**config.mk**
```make
export PLATFORM = sky130hd
export DESIGN_NAME = semaphore_wait_queue_table_flat
export DESIGN_NICKNAME = d
export VERILOG_FILES = /design/src/swqt_pkg.sv /design/src/swqt_if.sv /design/src/semaphore_wait_queue_table.sv /design/src/swqt_ram.sv /design/src/swqt_ctrl.sv /design/src/swqt_dp.sv /design/src/flat_wrapper.sv
export SDC_FILE = /design/constraint.sdc
export NUM_CORES = 2
export LEC_CHECK = 0
export ABC_AREA = 0
export BUFFER_PORTS_ARGS = -buffer_cell sky130_fd_sc_hd__buf_4
export CORE_ASPECT_RATIO = 0.75
export CORE_MARGIN = 2
export CORE_UTILIZATION = 45
export CTS_BUF_LIST = sky130_fd_sc_hd__clkbuf_8 sky130_fd_sc_hd__clkbuf_16
export CTS_CLUSTER_SIZE = 16
export DETAILED_ROUTE_END_ITERATION = 8
export GPL_ROUTABILITY_DRIVEN = 0
export PLACE_DENSITY = 0.65
export SYNTH_ARGS = -nofsm -noshare
export SYNTH_HDL_FRONTEND = slang
export SYNTH_HIERARCHICAL = 1
export SYNTH_SLANG_ARGS = --single-unit
```
**constraint.sdc**
```tcl
create_clock -name clock -period 3.9 [get_ports clock]
set_input_delay 0.195 -clock clock [delete_from_list [all_inputs] [get_ports clock]]
set_output_delay 0.195 -clock clock [all_outputs]
set_load 0.02 [all_outputs]
```
**src/swqt_pkg.sv**
```systemverilog
// Shared types and constants for the semaphore wait queue table.
// Depends on nothing; every other file but swqt_ram imports it.
`default_nettype none

package swqt_pkg;

   // Fixed field widths of the request and response words
   localparam int FUNC_W = 2;
   localparam int SKEY_W = 32;
   localparam int PID_W  = 5;
   localparam int STAT_W = 2;

   typedef enum logic [FUNC_W-1:0] {
      FUNC_BLOCK  = 2'd0,
      FUNC_POP    = 2'd1,
      FUNC_REMOVE = 2'd2,
      FUNC_PEEK   = 2'd3
   } func_type;

   typedef enum logic [STAT_W-1:0] {
      ST_OK   = 2'd0,
      ST_BUSY = 2'd1,
      ST_FULL = 2'd2,
      ST_MISS = 2'd3
   } status_type;

   typedef enum logic [3:0] {
      S_IDLE,
      S_CHECK,
      S_SCAN,
      S_ALLOC,
      S_APPEND,
      S_GOT_PSLOT,
      S_RD_HT,
      S_TAKE_HT,
      S_WALK,
      S_STEP,
      S_REMOVE,
      S_REPLY
   } state_type;

   // Controller to datapath commands
   typedef struct packed {
      logic       load;
      logic       scan_init;
      logic       scan_run;
      logic       take_hit;
      logic       take_free;
      logic       alloc;
      logic       append;
      logic       take_pslot;
      logic       rd_ht;
      logic       take_ht;
      logic       step;
      logic       remove;
      logic       res_set;
      status_type res_status;
      logic       res_found;
      logic       push;
   } cmd_type;

   // Datapath to controller status
   typedef struct packed {
      func_type func;
      logic     pid_ok;
      logic     pid_blocked;
      logic     key_hit;
      logic     scan_last;
      logic     free_any;
      logic     slot_live;
      logic     cur_is_pid;
      logic     cur_is_tail;
      logic     cur_blocked;
      logic     rsp_free;
   } sts_type;

endpackage

`default_nettype wire

```
**src/swqt_if.sv**
```systemverilog
// Handshake channels of the semaphore wait queue table: request and response.
// Depends on swqt_pkg for the field widths.
`default_nettype none

interface swqt_req_if;
   import swqt_pkg::*;
   logic              valid;
   logic              ready;
   logic [FUNC_W-1:0] func;
   logic [SKEY_W-1:0] sem_key;
   logic [PID_W-1:0]  proc_id;
   modport source (output valid, func, sem_key, proc_id, input ready);
   modport sink   (input valid, func, sem_key, proc_id, output ready);
endinterface

interface swqt_rsp_if;
   import swqt_pkg::*;
   logic              valid;
   logic              ready;
   logic [STAT_W-1:0] status;
   logic              found;
   logic [PID_W-1:0]  out_proc;
   modport source (output valid, status, found, out_proc, input ready);
   modport sink   (input valid, status, found, out_proc, output ready);
endinterface

`default_nettype wire

```
**src/semaphore_wait_queue_table.sv**
```systemverilog
// Top level of the semaphore wait queue table: controller plus datapath.
// Depends on swqt_pkg, swqt_if, swqt_ctrl, swqt_dp (and swqt_ram below it).
//
//   channel | dir | word fields
//   req_ch  | in  | func, sem_key, proc_id
//   rsp_ch  | out | status, found, out_proc
//
// One word is worked at a time. Block, unblock-head and peek scan the key
// memory one descriptor a cycle. Unblock-given reads the process's
// descriptor, then walks the link memory one link per WALK and STEP state
// pair. A response register lets the next word enter while a response
// waits. Reset is synchronous, clears all valid bits at once and needs no
// clearing pass.
`default_nettype none

module semaphore_wait_queue_table import swqt_pkg::*; #(
   parameter int MAX_PROCS = 32,
   parameter int KEY_WIDTH = 32
) (
   input wire logic    clock,
   input wire logic    reset,
   swqt_req_if.sink    req_ch,
   swqt_rsp_if.source  rsp_ch
);

   cmd_type cmd;
   sts_type sts;

   swqt_ctrl u_ctrl (
      .clock(clock), .reset(reset),
      .req_valid(req_ch.valid), .req_ready(req_ch.ready),
      .sts(sts), .cmd(cmd)
   );

   swqt_dp #(.MAX_PROCS(MAX_PROCS), .KEY_WIDTH(KEY_WIDTH)) u_dp (
      .clock(clock), .reset(reset), .cmd(cmd), .sts(sts),
      .req_func(req_ch.func), .req_sem_key(req_ch.sem_key), .req_proc_id(req_ch.proc_id),
      .rsp_ready(rsp_ch.ready), .rsp_valid(rsp_ch.valid), .rsp_status(rsp_ch.status),
      .rsp_found(rsp_ch.found), .rsp_out_proc(rsp_ch.out_proc)
   );

   // A removed process must still be marked blocked
   a_remove_blocked: assert property (@(posedge clock) disable iff (reset)
      cmd.remove |-> sts.cur_blocked)
      else $error("removing a process that is not blocked");

   // Allocation only takes a free descriptor
   a_alloc_free: assert property (@(posedge clock) disable iff (reset)
      cmd.alloc |-> !sts.slot_live)
      else $error("allocating a live descriptor");

   // No second word enters right after one is taken
   a_one_word: assert property (@(posedge clock) disable iff (reset)
      (req_ch.valid && req_ch.ready) |=> !req_ch.ready)
      else $error("ready held after accepting a word");

   // A pushed result shows up on the response channel
   a_push_valid: assert property (@(posedge clock) disable iff (reset)
      cmd.push |=> rsp_ch.valid)
      else $error("pushed response not presented");

endmodule

`default_nettype wire

```
**src/swqt_ram.sv**
```systemverilog
// Generic single-write, single-read RAM with registered read data.
// Depends on nothing.
`default_nettype none

module swqt_ram #(
   parameter int WIDTH = 8,
   parameter int DEPTH = 32
) (
   input  wire logic                     clock,
   input  wire logic                     wr_en,
   input  wire logic [$clog2(DEPTH)-1:0] wr_addr,
   input  wire logic [WIDTH-1:0]         wr_data,
   input  wire logic [$clog2(DEPTH)-1:0] rd_addr,
   output logic      [WIDTH-1:0]         rd_data
);

   logic [WIDTH-1:0] mem_ff [DEPTH];
   logic [WIDTH-1:0] rd_data_ff;

   // Write on request, read every cycle
   always_ff @(posedge clock) begin
      if (wr_en) begin
         mem_ff[wr_addr] <= wr_data;
      end
      rd_data_ff <= mem_ff[rd_addr];
   end

   assign rd_data = rd_data_ff;

endmodule

`default_nettype wire

```
**src/swqt_ctrl.sv**
```systemverilog
// Controller state machine of the semaphore wait queue table.
// Depends on swqt_pkg; drives the datapath through cmd_type.
`default_nettype none

module swqt_ctrl import swqt_pkg::*; (
   input  wire logic    clock,
   input  wire logic    reset,
   input  wire logic    req_valid,
   output logic         req_ready,
   input  wire sts_type sts,
   output cmd_type      cmd
);

   state_type state_ff, state_in;

   // Hold state
   always_ff @(posedge clock) begin
      if (reset) begin
         state_ff <= S_IDLE;
      end else begin
         state_ff <= state_in;
      end
   end

   // Sequence one word through lookup, walk and writeback
   always_comb begin
      state_in  = state_ff;
      cmd       = '0;
      req_ready = 1'b0;
      case (state_ff)
         S_IDLE: begin
            req_ready = 1'b1;
            if (req_valid) begin
               cmd.load = 1'b1;
               state_in = S_CHECK;
            end
         end
         S_CHECK: begin
            cmd.scan_init = 1'b1;
            case (sts.func)
               FUNC_BLOCK: begin
                  if (!sts.pid_ok) begin
                     cmd.res_set    = 1'b1;
                     cmd.res_status = ST_MISS;
                     state_in       = S_REPLY;
                  end else if (sts.pid_blocked) begin
                     cmd.res_set    = 1'b1;
                     cmd.res_status = ST_BUSY;
                     state_in       = S_REPLY;
                  end else begin
                     state_in = S_SCAN;
                  end
               end
               FUNC_REMOVE: begin
                  if (!sts.pid_ok || !sts.pid_blocked) begin
                     cmd.res_set    = 1'b1;
                     cmd.res_status = ST_MISS;
                     state_in       = S_REPLY;
                  end else begin
                     state_in = S_GOT_PSLOT;
                  end
               end
               default: begin
                  state_in = S_SCAN;
               end
            endcase
         end
         S_SCAN: begin
            cmd.scan_run = 1'b1;
            if (sts.key_hit) begin
               cmd.take_hit = 1'b1;
               state_in     = (sts.func == FUNC_BLOCK) ? S_APPEND : S_WALK;
            end else if (sts.scan_last) begin
               cmd.res_set = 1'b1;
               if (sts.func == FUNC_BLOCK && sts.free_any) begin
                  cmd.res_set   = 1'b0;
                  cmd.take_free = 1'b1;
                  state_in      = S_ALLOC;
               end else if (sts.func == FUNC_BLOCK) begin
                  cmd.res_status = ST_FULL;
                  state_in       = S_REPLY;
               end else begin
                  cmd.res_status = ST_MISS;
                  state_in       = S_REPLY;
               end
            end
         end
         S_ALLOC: begin
            cmd.alloc      = 1'b1;
            cmd.res_set    = 1'b1;
            cmd.res_status = ST_OK;
            state_in       = S_REPLY;
         end
         S_APPEND: begin
            cmd.append     = 1'b1;
            cmd.res_set    = 1'b1;
            cmd.res_status = ST_OK;
            state_in       = S_REPLY;
         end
         S_GOT_PSLOT: begin
            cmd.take_pslot = 1'b1;
            state_in       = S_RD_HT;
         end
         S_RD_HT: begin
            cmd.rd_ht = 1'b1;
            if (!sts.slot_live) begin
               cmd.res_set    = 1'b1;
               cmd.res_status = ST_MISS;
               state_in       = S_REPLY;
            end else begin
               state_in = S_TAKE_HT;
            end
         end
         S_TAKE_HT: begin
            cmd.take_ht = 1'b1;
            state_in    = S_WALK;
         end
         S_WALK: begin
            if (sts.func != FUNC_REMOVE || sts.cur_is_pid) begin
               if (sts.func == FUNC_PEEK) begin
                  cmd.res_set    = 1'b1;
                  cmd.res_status = ST_OK;
                  cmd.res_found  = 1'b1;
                  state_in       = S_REPLY;
               end else begin
                  state_in = S_REMOVE;
               end
            end else if (sts.cur_is_tail) begin
               cmd.res_set    = 1'b1;
               cmd.res_status = ST_MISS;
               state_in       = S_REPLY;
            end else begin
               state_in = S_STEP;
            end
         end
         S_STEP: begin
            cmd.step = 1'b1;
            state_in = S_WALK;
         end
         S_REMOVE: begin
            cmd.remove     = 1'b1;
            cmd.res_set    = 1'b1;
            cmd.res_status = ST_OK;
            cmd.res_found  = 1'b1;
            state_in       = S_REPLY;
         end
         S_REPLY: begin
            if (sts.rsp_free) begin
               cmd.push = 1'b1;
               state_in = S_IDLE;
            end
         end
         default: begin
            state_in = S_IDLE;
         end
      endcase
   end

endmodule

`default_nettype wire

```
**src/swqt_dp.sv**
```systemverilog
// Datapath of the semaphore wait queue table: descriptor and link memories,
// key scan, chain walk and response register. Depends on swqt_pkg and swqt_ram.
`default_nettype none

module swqt_dp import swqt_pkg::*; #(
   parameter int MAX_PROCS = 32,
   parameter int KEY_WIDTH = 32
) (
   input  wire logic              clock,
   input  wire logic              reset,
   input  wire cmd_type           cmd,
   output sts_type                sts,
   input  wire logic [FUNC_W-1:0] req_func,
   input  wire logic [SKEY_W-1:0] req_sem_key,
   input  wire logic [PID_W-1:0]  req_proc_id,
   input  wire logic              rsp_ready,
   output logic                   rsp_valid,
   output logic [STAT_W-1:0]      rsp_status,
   output logic                   rsp_found,
   output logic [PID_W-1:0]       rsp_out_proc
);

   localparam int IW = $clog2(MAX_PROCS);
   localparam int CW = $clog2(MAX_PROCS + 1);
   localparam logic [IW-1:0] LAST_IDX = IW'(MAX_PROCS - 1);
   localparam logic [CW-1:0] SCAN_END = CW'(MAX_PROCS);

   // Latched request word
   func_type            func_ff;
   logic [KEY_WIDTH-1:0] key_ff;
   logic [PID_W-1:0]    pid_ff;
   logic [IW-1:0]       pid_idx;

   // Scan pipeline
   logic [CW-1:0] scan_ff;
   logic [IW-1:0] scan_idx;
   logic          chk_vld_ff;
   logic [IW-1:0] chk_idx_ff;
   logic          free_vld_ff;
   logic [IW-1:0] free_idx_ff;
   logic          chk_free;

   // Walk registers
   logic [IW-1:0] slot_ff, cur_ff, tail_ff, prev_ff;
   logic          prev_vld_ff;

   // Valid bits
   logic [MAX_PROCS-1:0] slot_valid_ff;
   logic [MAX_PROCS-1:0] proc_blocked_ff;

   // Result and output register
   status_type        res_status_ff;
   logic              res_found_ff;
   logic [PID_W-1:0]  res_proc_ff;
   logic              rsp_valid_ff;
   logic [STAT_W-1:0] rsp_status_ff;
   logic              rsp_found_ff;
   logic [PID_W-1:0]  rsp_proc_ff;

   // Memory ports
   logic [KEY_WIDTH-1:0] key_rd;
   logic [IW-1:0]        head_rd, tail_rd, pslot_rd, next_rd;
   logic [IW-1:0]        ht_rd_addr;
   logic                 head_we, tail_we, next_we, pslot_we;
   logic [IW-1:0]        head_wd, tail_wd, next_wd, next_wa;

   assign pid_idx  = IW'(pid_ff);
   assign scan_idx = scan_ff[IW-1:0];
   assign chk_free = chk_vld_ff && !slot_valid_ff[chk_idx_ff];

   // Status to controller
   always_comb begin
      sts.func        = func_ff;
      sts.pid_ok      = int'(pid_ff) < MAX_PROCS;
      sts.pid_blocked = proc_blocked_ff[pid_idx];
      sts.key_hit     = chk_vld_ff && slot_valid_ff[chk_idx_ff] && (key_rd == key_ff);
      sts.scan_last   = chk_vld_ff && (chk_idx_ff == LAST_IDX);
      sts.free_any    = free_vld_ff || chk_free;
      sts.slot_live   = slot_valid_ff[slot_ff];
      sts.cur_is_pid  = cur_ff == pid_idx;
      sts.cur_is_tail = cur_ff == tail_ff;
      sts.cur_blocked = proc_blocked_ff[cur_ff];
      sts.rsp_free    = !rsp_valid_ff || rsp_ready;
   end

   // Memory write and read selection
   always_comb begin
      ht_rd_addr = cmd.rd_ht ? slot_ff : scan_idx;
      head_we    = cmd.alloc || (cmd.remove && !prev_vld_ff && (cur_ff != tail_ff));
      head_wd    = cmd.alloc ? pid_idx : next_rd;
      tail_we    = cmd.alloc || cmd.append || (cmd.remove && prev_vld_ff && (cur_ff == tail_ff));
      tail_wd    = (cmd.alloc || cmd.append) ? pid_idx : prev_ff;
      pslot_we   = cmd.alloc || cmd.append;
      next_we    = cmd.append || (cmd.remove && prev_vld_ff);
      next_wa    = cmd.append ? tail_ff : prev_ff;
      next_wd    = cmd.append ? pid_idx : next_rd;
   end

   swqt_ram #(.WIDTH(KEY_WIDTH), .DEPTH(MAX_PROCS)) u_key_ram (
      .clock(clock), .wr_en(cmd.alloc), .wr_addr(slot_ff), .wr_data(key_ff),
      .rd_addr(scan_idx), .rd_data(key_rd)
   );

   swqt_ram #(.WIDTH(IW), .DEPTH(MAX_PROCS)) u_head_ram (
      .clock(clock), .wr_en(head_we), .wr_addr(slot_ff), .wr_data(head_wd),
      .rd_addr(ht_rd_addr), .rd_data(head_rd)
   );

   swqt_ram #(.WIDTH(IW), .DEPTH(MAX_PROCS)) u_tail_ram (
      .clock(clock), .wr_en(tail_we), .wr_addr(slot_ff), .wr_data(tail_wd),
      .rd_addr(ht_rd_addr), .rd_data(tail_rd)
   );

   swqt_ram #(.WIDTH(IW), .DEPTH(MAX_PROCS)) u_pslot_ram (
      .clock(clock), .wr_en(pslot_we), .wr_addr(pid_idx), .wr_data(slot_ff),
      .rd_addr(pid_idx), .rd_data(pslot_rd)
   );

   swqt_ram #(.WIDTH(IW), .DEPTH(MAX_PROCS)) u_next_ram (
      .clock(clock), .wr_en(next_we), .wr_addr(next_wa), .wr_data(next_wd),
      .rd_addr(cur_ff), .rd_data(next_rd)
   );

   // Latch request word, advance scan and walk registers, load result and output registers
   always_ff @(posedge clock) begin
      if (cmd.load) begin
         func_ff <= func_type'(req_func);
         key_ff  <= KEY_WIDTH'(req_sem_key);
         pid_ff  <= req_proc_id;
      end
      if (cmd.scan_run) begin
         chk_idx_ff <= scan_idx;
         if (chk_free && !free_vld_ff) begin
            free_idx_ff <= chk_idx_ff;
         end
      end
      if (cmd.take_hit) begin
         slot_ff <= chk_idx_ff;
      end else if (cmd.take_free) begin
         slot_ff <= free_vld_ff ? free_idx_ff : chk_idx_ff;
      end else if (cmd.take_pslot) begin
         slot_ff <= pslot_rd;
      end
      if (cmd.take_hit || cmd.take_ht) begin
         cur_ff  <= head_rd;
         tail_ff <= tail_rd;
      end else if (cmd.step) begin
         prev_ff <= cur_ff;
         cur_ff  <= next_rd;
      end
      if (cmd.res_set) begin
         res_status_ff <= cmd.res_status;
         res_found_ff  <= cmd.res_found;
         res_proc_ff   <= cmd.res_found ? PID_W'(cur_ff) : '0;
      end
      if (cmd.push) begin
         rsp_status_ff <= res_status_ff;
         rsp_found_ff  <= res_found_ff;
         rsp_proc_ff   <= res_proc_ff;
      end
   end

   // Control flags, valid bits and output valid
   always_ff @(posedge clock) begin
      if (reset) begin
         scan_ff         <= '0;
         chk_vld_ff      <= 1'b0;
         free_vld_ff     <= 1'b0;
         prev_vld_ff     <= 1'b0;
         slot_valid_ff   <= '0;
         proc_blocked_ff <= '0;
         rsp_valid_ff    <= 1'b0;
      end else begin
         if (cmd.scan_init) begin
            scan_ff     <= '0;
            chk_vld_ff  <= 1'b0;
            free_vld_ff <= 1'b0;
         end else if (cmd.scan_run) begin
            chk_vld_ff <= scan_ff != SCAN_END;
            if (scan_ff != SCAN_END) begin
               scan_ff <= scan_ff + 1'b1;
            end
            if (chk_free) begin
               free_vld_ff <= 1'b1;
            end
         end
         if (cmd.take_hit || cmd.take_ht) begin
            prev_vld_ff <= 1'b0;
         end else if (cmd.step) begin
            prev_vld_ff <= 1'b1;
         end
         if (cmd.alloc) begin
            slot_valid_ff[slot_ff] <= 1'b1;
         end
         if (cmd.alloc || cmd.append) begin
            proc_blocked_ff[pid_idx] <= 1'b1;
         end
         if (cmd.remove) begin
            proc_blocked_ff[cur_ff] <= 1'b0;
            if (!prev_vld_ff && (cur_ff == tail_ff)) begin
               slot_valid_ff[slot_ff] <= 1'b0;
            end
         end
         if (cmd.push) begin
            rsp_valid_ff <= 1'b1;
         end else if (rsp_ready) begin
            rsp_valid_ff <= 1'b0;
         end
      end
   end

   assign rsp_valid    = rsp_valid_ff;
   assign rsp_status   = rsp_status_ff;
   assign rsp_found    = rsp_found_ff;
   assign rsp_out_proc = rsp_proc_ff;

endmodule

`default_nettype wire
```
**src/flat_wrapper.sv**
```systemverilog
// flat-port wrapper written by rule: the top's interface ports become plain ports
module semaphore_wait_queue_table_flat import swqt_pkg::*;
#(
   parameter int MAX_PROCS = 32,
   parameter int KEY_WIDTH = 32
)
  (clock, reset, req_ch_valid, req_ch_func, req_ch_sem_key, req_ch_proc_id, req_ch_ready, rsp_ch_valid, rsp_ch_status, rsp_ch_found, rsp_ch_out_proc, rsp_ch_ready);
  swqt_req_if req_ch_i ();
  swqt_rsp_if rsp_ch_i ();
  input wire logic clock;
  input wire logic reset;
  input wire logic [$bits(req_ch_i.valid)-1:0] req_ch_valid;
  input wire logic [$bits(req_ch_i.func)-1:0] req_ch_func;
  input wire logic [$bits(req_ch_i.sem_key)-1:0] req_ch_sem_key;
  input wire logic [$bits(req_ch_i.proc_id)-1:0] req_ch_proc_id;
  output wire logic [$bits(req_ch_i.ready)-1:0] req_ch_ready;
  output wire logic [$bits(rsp_ch_i.valid)-1:0] rsp_ch_valid;
  output wire logic [$bits(rsp_ch_i.status)-1:0] rsp_ch_status;
  output wire logic [$bits(rsp_ch_i.found)-1:0] rsp_ch_found;
  output wire logic [$bits(rsp_ch_i.out_proc)-1:0] rsp_ch_out_proc;
  input wire logic [$bits(rsp_ch_i.ready)-1:0] rsp_ch_ready;
  assign req_ch_i.valid = req_ch_valid;
  assign req_ch_i.func = req_ch_func;
  assign req_ch_i.sem_key = req_ch_sem_key;
  assign req_ch_i.proc_id = req_ch_proc_id;
  assign req_ch_ready = req_ch_i.ready;
  assign rsp_ch_valid = rsp_ch_i.valid;
  assign rsp_ch_status = rsp_ch_i.status;
  assign rsp_ch_found = rsp_ch_i.found;
  assign rsp_ch_out_proc = rsp_ch_i.out_proc;
  assign rsp_ch_i.ready = rsp_ch_ready;
  semaphore_wait_queue_table #(.MAX_PROCS(MAX_PROCS), .KEY_WIDTH(KEY_WIDTH)) u_core (.clock(clock), .reset(reset), .req_ch(req_ch_i), .rsp_ch(rsp_ch_i));
endmodule
```
Word level (Yosys, flattened, before mapping) --
Memory sizes are Yosys's and may differ from the RTL's. A register that Yosys moved wholly into a read port is not among the register bits. Index checks and enable logic that the tools add are counted.
Storage, ports and cells: memories kept 5, bits of input ports 43, output and inout port bits 10, RAM bits 1664, word-level logic and storage cells 195, bits in registers 163
Memories:
- u_core.u_dp.u_key_ram.mem_ff | words 32, bits a word 32, rd ports 1, clocked after memory_dff 1, write ports 1, line swqt_ram.sv:17 | logic [WIDTH-1:0] mem_ff [DEPTH];
- u_core.u_dp.u_head_ram.mem_ff | words 32, bits a word 5, rd ports 1, clocked after memory_dff 1, write ports 1, line swqt_ram.sv:17
- u_core.u_dp.u_next_ram.mem_ff | words 32, bits a word 5, rd ports 1, clocked after memory_dff 1, write ports 1, line swqt_ram.sv:17
- u_core.u_dp.u_pslot_ram.mem_ff | words 32, bits a word 5, rd ports 1, clocked after memory_dff 1, write ports 1, line swqt_ram.sv:17
- u_core.u_dp.u_tail_ram.mem_ff | words 32, bits a word 5, rd ports 1, clocked after memory_dff 1, write ports 1, line swqt_ram.sv:17
Operators by class: bitwise logic cells 7, reductions and logical operators 40, eq/ne operators 23, add/sub/neg operators 1, order comparisons 7, multiplexer cells 89
Operators by type and width (count):
- two-way mux 32 bit | 7
- AND 32 bit | 2
- inverter 32 bit | 2
- bitwise OR 32 bit | 2
- two-way mux 5 bit | 11
- two-way mux 4 bit | 11
- two-way mux 1 bit | 39
- one-hot mux 4 bit (9 select lines) | 1
- == test 32 bit | 1
- less-than comparator 5 x 6 -> 1 bit (second input constant) | 4
- two-way mux 3 bit | 8
- == test 4 x 3 -> 1 bit (second input constant) | 4
- == test 4 bit (second input constant) | 4
- binary-select mux 1 bit (select 5 bit) | 3
- demux 1 bit (select 5 bit) | 3
- >= comparator 5 x 1 -> 1 bit (second input constant) | 3
- one-hot mux 3 bit (5 select lines) | 1
- logical AND 1 bit | 14
- == test 5 bit | 2
- == test 4 x 2 -> 1 bit (second input constant) | 2
- logical OR 1 bit | 8
- one-hot mux 4 bit (2 select lines) | 1
- AND reduction 2 bit | 4
- adder 6 x 1 -> 6 bit (second input constant) | 1
- other kinds (20) | 29

Longest topological paths before layout --
word-level depth 13, depth in mapped cells 13, depth with buffers taken out 10

Cells and area by module --
The synthesis kept the hierarchy.
By module, submodules not included:
- swqt_ram at u_core.u_dp.u_key_ram | times used 1, area each 40485.1 um2, cells each 2260, sequential area each 31390.1 um2
- swqt_ram at u_core.u_dp.u_head_ram ... | times used 4, area each 6344.8 um2, cells each 277, sequential area each 4904.7 um2
- swqt_dp | times used 1, area each 7676.1 um2, cells each 638, sequential area each 4033.9 um2
- swqt_ctrl | times used 1, area each 629.4 um2, cells each 90, sequential area each 80.1 um2

Worst setup path after synthesis --
OpenSTA, ideal clock, no wires.
path kind flip-flop to flip-flop, start point reg u_core.u_ctrl.state_ff[2], end point mem u_core/u_dp/u_key_ram/mem_ff[28][0] in the netlist's numbering, enable pin, arrival time 2.990 ns, slack 0.489 ns, library setup time 0.421 ns, stages on the path, launching flop included 7, cell sequence dfxtp_1 clkbuf_2 or2b_1 nor2_1 or3b_2 clkbuf_1 nor2_1
RTL lines:
- start, declared | line swqt_ctrl.sv:14 | state_type state_ff, state_in;
- start signal, assigned | line swqt_ctrl.sv:21 | state_ff <= state_in;
- end, declared | line swqt_ram.sv:17

==> impl_metrics.csv <==
group,metric,value,unit
critical_path,cp-end-kind,"flip-flop",
synth,synth_nets,4128,
placed_design,place_hpwl,104000,um
route,vias,38900,
floorplan,die_w,472,um
critical_path,crit_path_max_incr_delay,550,ps
synth,ys_warn_count,6,
critical_path,cp_slowest_cell,"nor4_1",
power_and_ir_drop,total_power,46.6,mW
clock_network,tritoncts,"done",
global_routing,grt_pass1_wl,260000,um
timing,holdWs,95.0,ps
cells_and_area,nets,4364,
synth,syn-cell-area,74000,um2
critical_path,cp_num_buf_inv,2,
cells_and_area,syn_to_final_growth,13.7,%
timing,rsz0062_at_grt,"no",
timing,min_period,3730,ps
critical_path,crit_type,"reg2reg",
clock_network,clkSlewWorstSetupHoldPaths,60,ps
placed_design,dpl_worst_slack,286,ps
power_and_ir_drop,leakagePower,25.9,nW
global_routing,grt_pass1_vias,37900,
cells_and_area,instances_no_fill,6619,
critical_path,arrival,4230,ps
clock_network,clockBufferDepth,3,
global_routing,grtUsageMet1,32.1,%
synth,avgSynthCellArea,18.1,um2
hold_path,hp-class,"in2reg",
floorplan,rows,128,
critical_path,startpoint_type,"flip-flop",
global_routing,grt.overflow.total,0,
global_routing,gr-max-usage-layer,"met1",
global_routing,grt_max_degree,126,
floorplan,core,163000,um2
clock_network,cts_buffers,182,
cells_and_area,antennaDiodeCount,0,
timing,fin_setup_tns,0,ps
route,first_pass_iters,7,
clock_network,cts_root_buf,"clkbuf_16",
critical_path,path_cells,"xor2_1, nor4_1, buf_4, nand4_1, nor4_1, buf_4, and3_1, and3b_1, and3_1, or2_2, o22ai_1, a21oi_1",
global_routing,use_met3,5.13,%
route,first_iter_violations,4458,
cells_and_area,fillCellCount,12800,
timing,setup_slack,172,ps
critical_path,cp_max_fo,9,
synth,synthCells,4083,
clock_network,postCtsSetupRepairBufs,0,
timing,finalSetupViolations,0,
floorplan,fp.dieH,355,um
cells_and_area,multi_input_area,17900,um2
power_and_ir_drop,peakVddDrop,0.000464,V
job,drv_cap,0,
timing,finalCritPeriodShare,95.6,%
cells_and_area,drive_above_1_share,18.9,%
floorplan,io_pins,53,
clock_network,clock_sinks,1879,
floorplan,start_util,45.4,%
placed_design,io_buffers,52,
route,routedWlPerCell,26.9,um
global_routing,antenna_found_initial,6,
critical_path,crit_family,"simple AND/OR/NAND/NOR gates",
route,viasPerCell,5.87,
timing,slew_headroom,33.6,%
timing,fmax,268,MHz
power_and_ir_drop,power_density,554,nW/um2
placed_design,dp.cells,6237,
route,final_antenna_net_count,0,
cells_and_area,seqCellArea,55100,um2
route,wl,178000,um
run_status,status,"completed",
critical_path,required,4400,ps
route,drc,0,
clock_network,htree_num_levels,4,
timing,finalHoldViolations,0,
global_routing,grtUsageMet2,30.5,%
timing,skew,51.1,ps
global_routing,grt_use_total,21.1,%
clock_network,clock_latency,820,ps
timing,worstMarginPinSlew,996,ps
timing,slew_violations,0,
floorplan,die-area,168000,um2
worst paths after layout:
check | startpoint | end | slack [ps] | cells past startpoint
max | u_core/u_dp/key_ff[19]$_DFFE_PP_ | u_core/u_dp/slot_ff[2]$_DFFE_PP_ | 170 | 12
min | req_ch_sem_key[15] | u_core/u_dp/key_ff[15]$_DFFE_PP_ | 100 | 2
max reg2reg | u_core/u_dp/key_ff[19]$_DFFE_PP_ | u_core/u_dp/slot_ff[2]$_DFFE_PP_ | 170 | 12
min reg2reg | u_core/u_dp/res_proc_ff[0]$_SDFFCE_PN0P_ | u_core/u_dp/rsp_out_proc[0]$_DFFE_PP_ | 420 | 0
state kept, by name, summed over array words and instances, names as in the netlist, 6 cells and up:
signal / flops
u_core/u_dp/scan_ff: 6
u_core/u_dp/u_key_ram/rd_data: 32
u_core/u_dp/u_next_ram/mem_ff: 160
u_core/u_dp/u_pslot_ram/mem_ff: 160
u_core/u_dp/key_ff: 32
u_core/u_dp/u_head_ram/mem_ff: 160
u_core/u_dp/u_key_ram/mem_ff: 1024
u_core/u_dp/slot_valid_ff: 32
u_core/u_dp/u_tail_ram/mem_ff: 160
u_core/u_dp/proc_blocked_ff: 32
per-layer routing:
layer	vias up	wire length (um)
met1	20100	80600
met4	6	3590
li1	16900	-
met5	-	38
met2	1631	78100
met3	250	15900
worst reg2reg max path: cells and delay by family, from the launching register on:
family          cells  cell delay [ps]
compound gates      2              230
flops               1              400
simple gates        7             2190
xor+xnor            1              190
buf+inv             2              410
through the flow:
| stage | instance area, um2 | util, % |
|---|---|---|
| 6_report | 84100 | 51.7 |
| 5_1_grt | 84100 | 51.7 |
| 4_1_cts | 84100 | 51.7 |
| 3_5_place_dp | 77800 | 47.8 |
| 3_3_place_gp | 77800 | 47.8 |
| 2_1_floorplan | 74000 | - |
cells in the final DEF, fill, tap and decap left out, types with 57 or more instances in the layout:
master	count
edfxtp_1	1749
mux2i_1	529
mux4_2	216
buf_4	211
clkbuf_16	184
a21oi_1	171
nor2_1	165
nand2_1	134
dfxtp_1	129
nand3_1	112
a22oi_1	112
a211oi_1	67
a22o_1	64
inv_1	57
power breakdown:
part / internal [mW] / leakage (nW) / switching [mW]
Combinational: 2.25 / 6.09 / 3.48
Sequential: 23.3 / 16.8 / 0.367
Clock: 9.72 / 3.03 / 7.49
Total: 35.2 / 25.9 / 11.3
final cells by class:
| cell class | instances | area share [%] |
|---|---|---|
| flip-flops and latches | 1879 | 65.5 |
| well taps | 2145 | 3.19 |
| clock inverters | 145 | 1.35 |
| inverters | 17 | 0.0759 |
| repair buffers | 278 | 2.97 |
| multi-input cells | 1961 | 21.3 |
| clock buffers | 194 | 5.64 |
timing repair:
action / CTS / global route
hold endpoints to repair: 73 / 0
resized for setup: 0 / 0
hold buffers: 43 / 0
(Power assumes the default switching activity.)
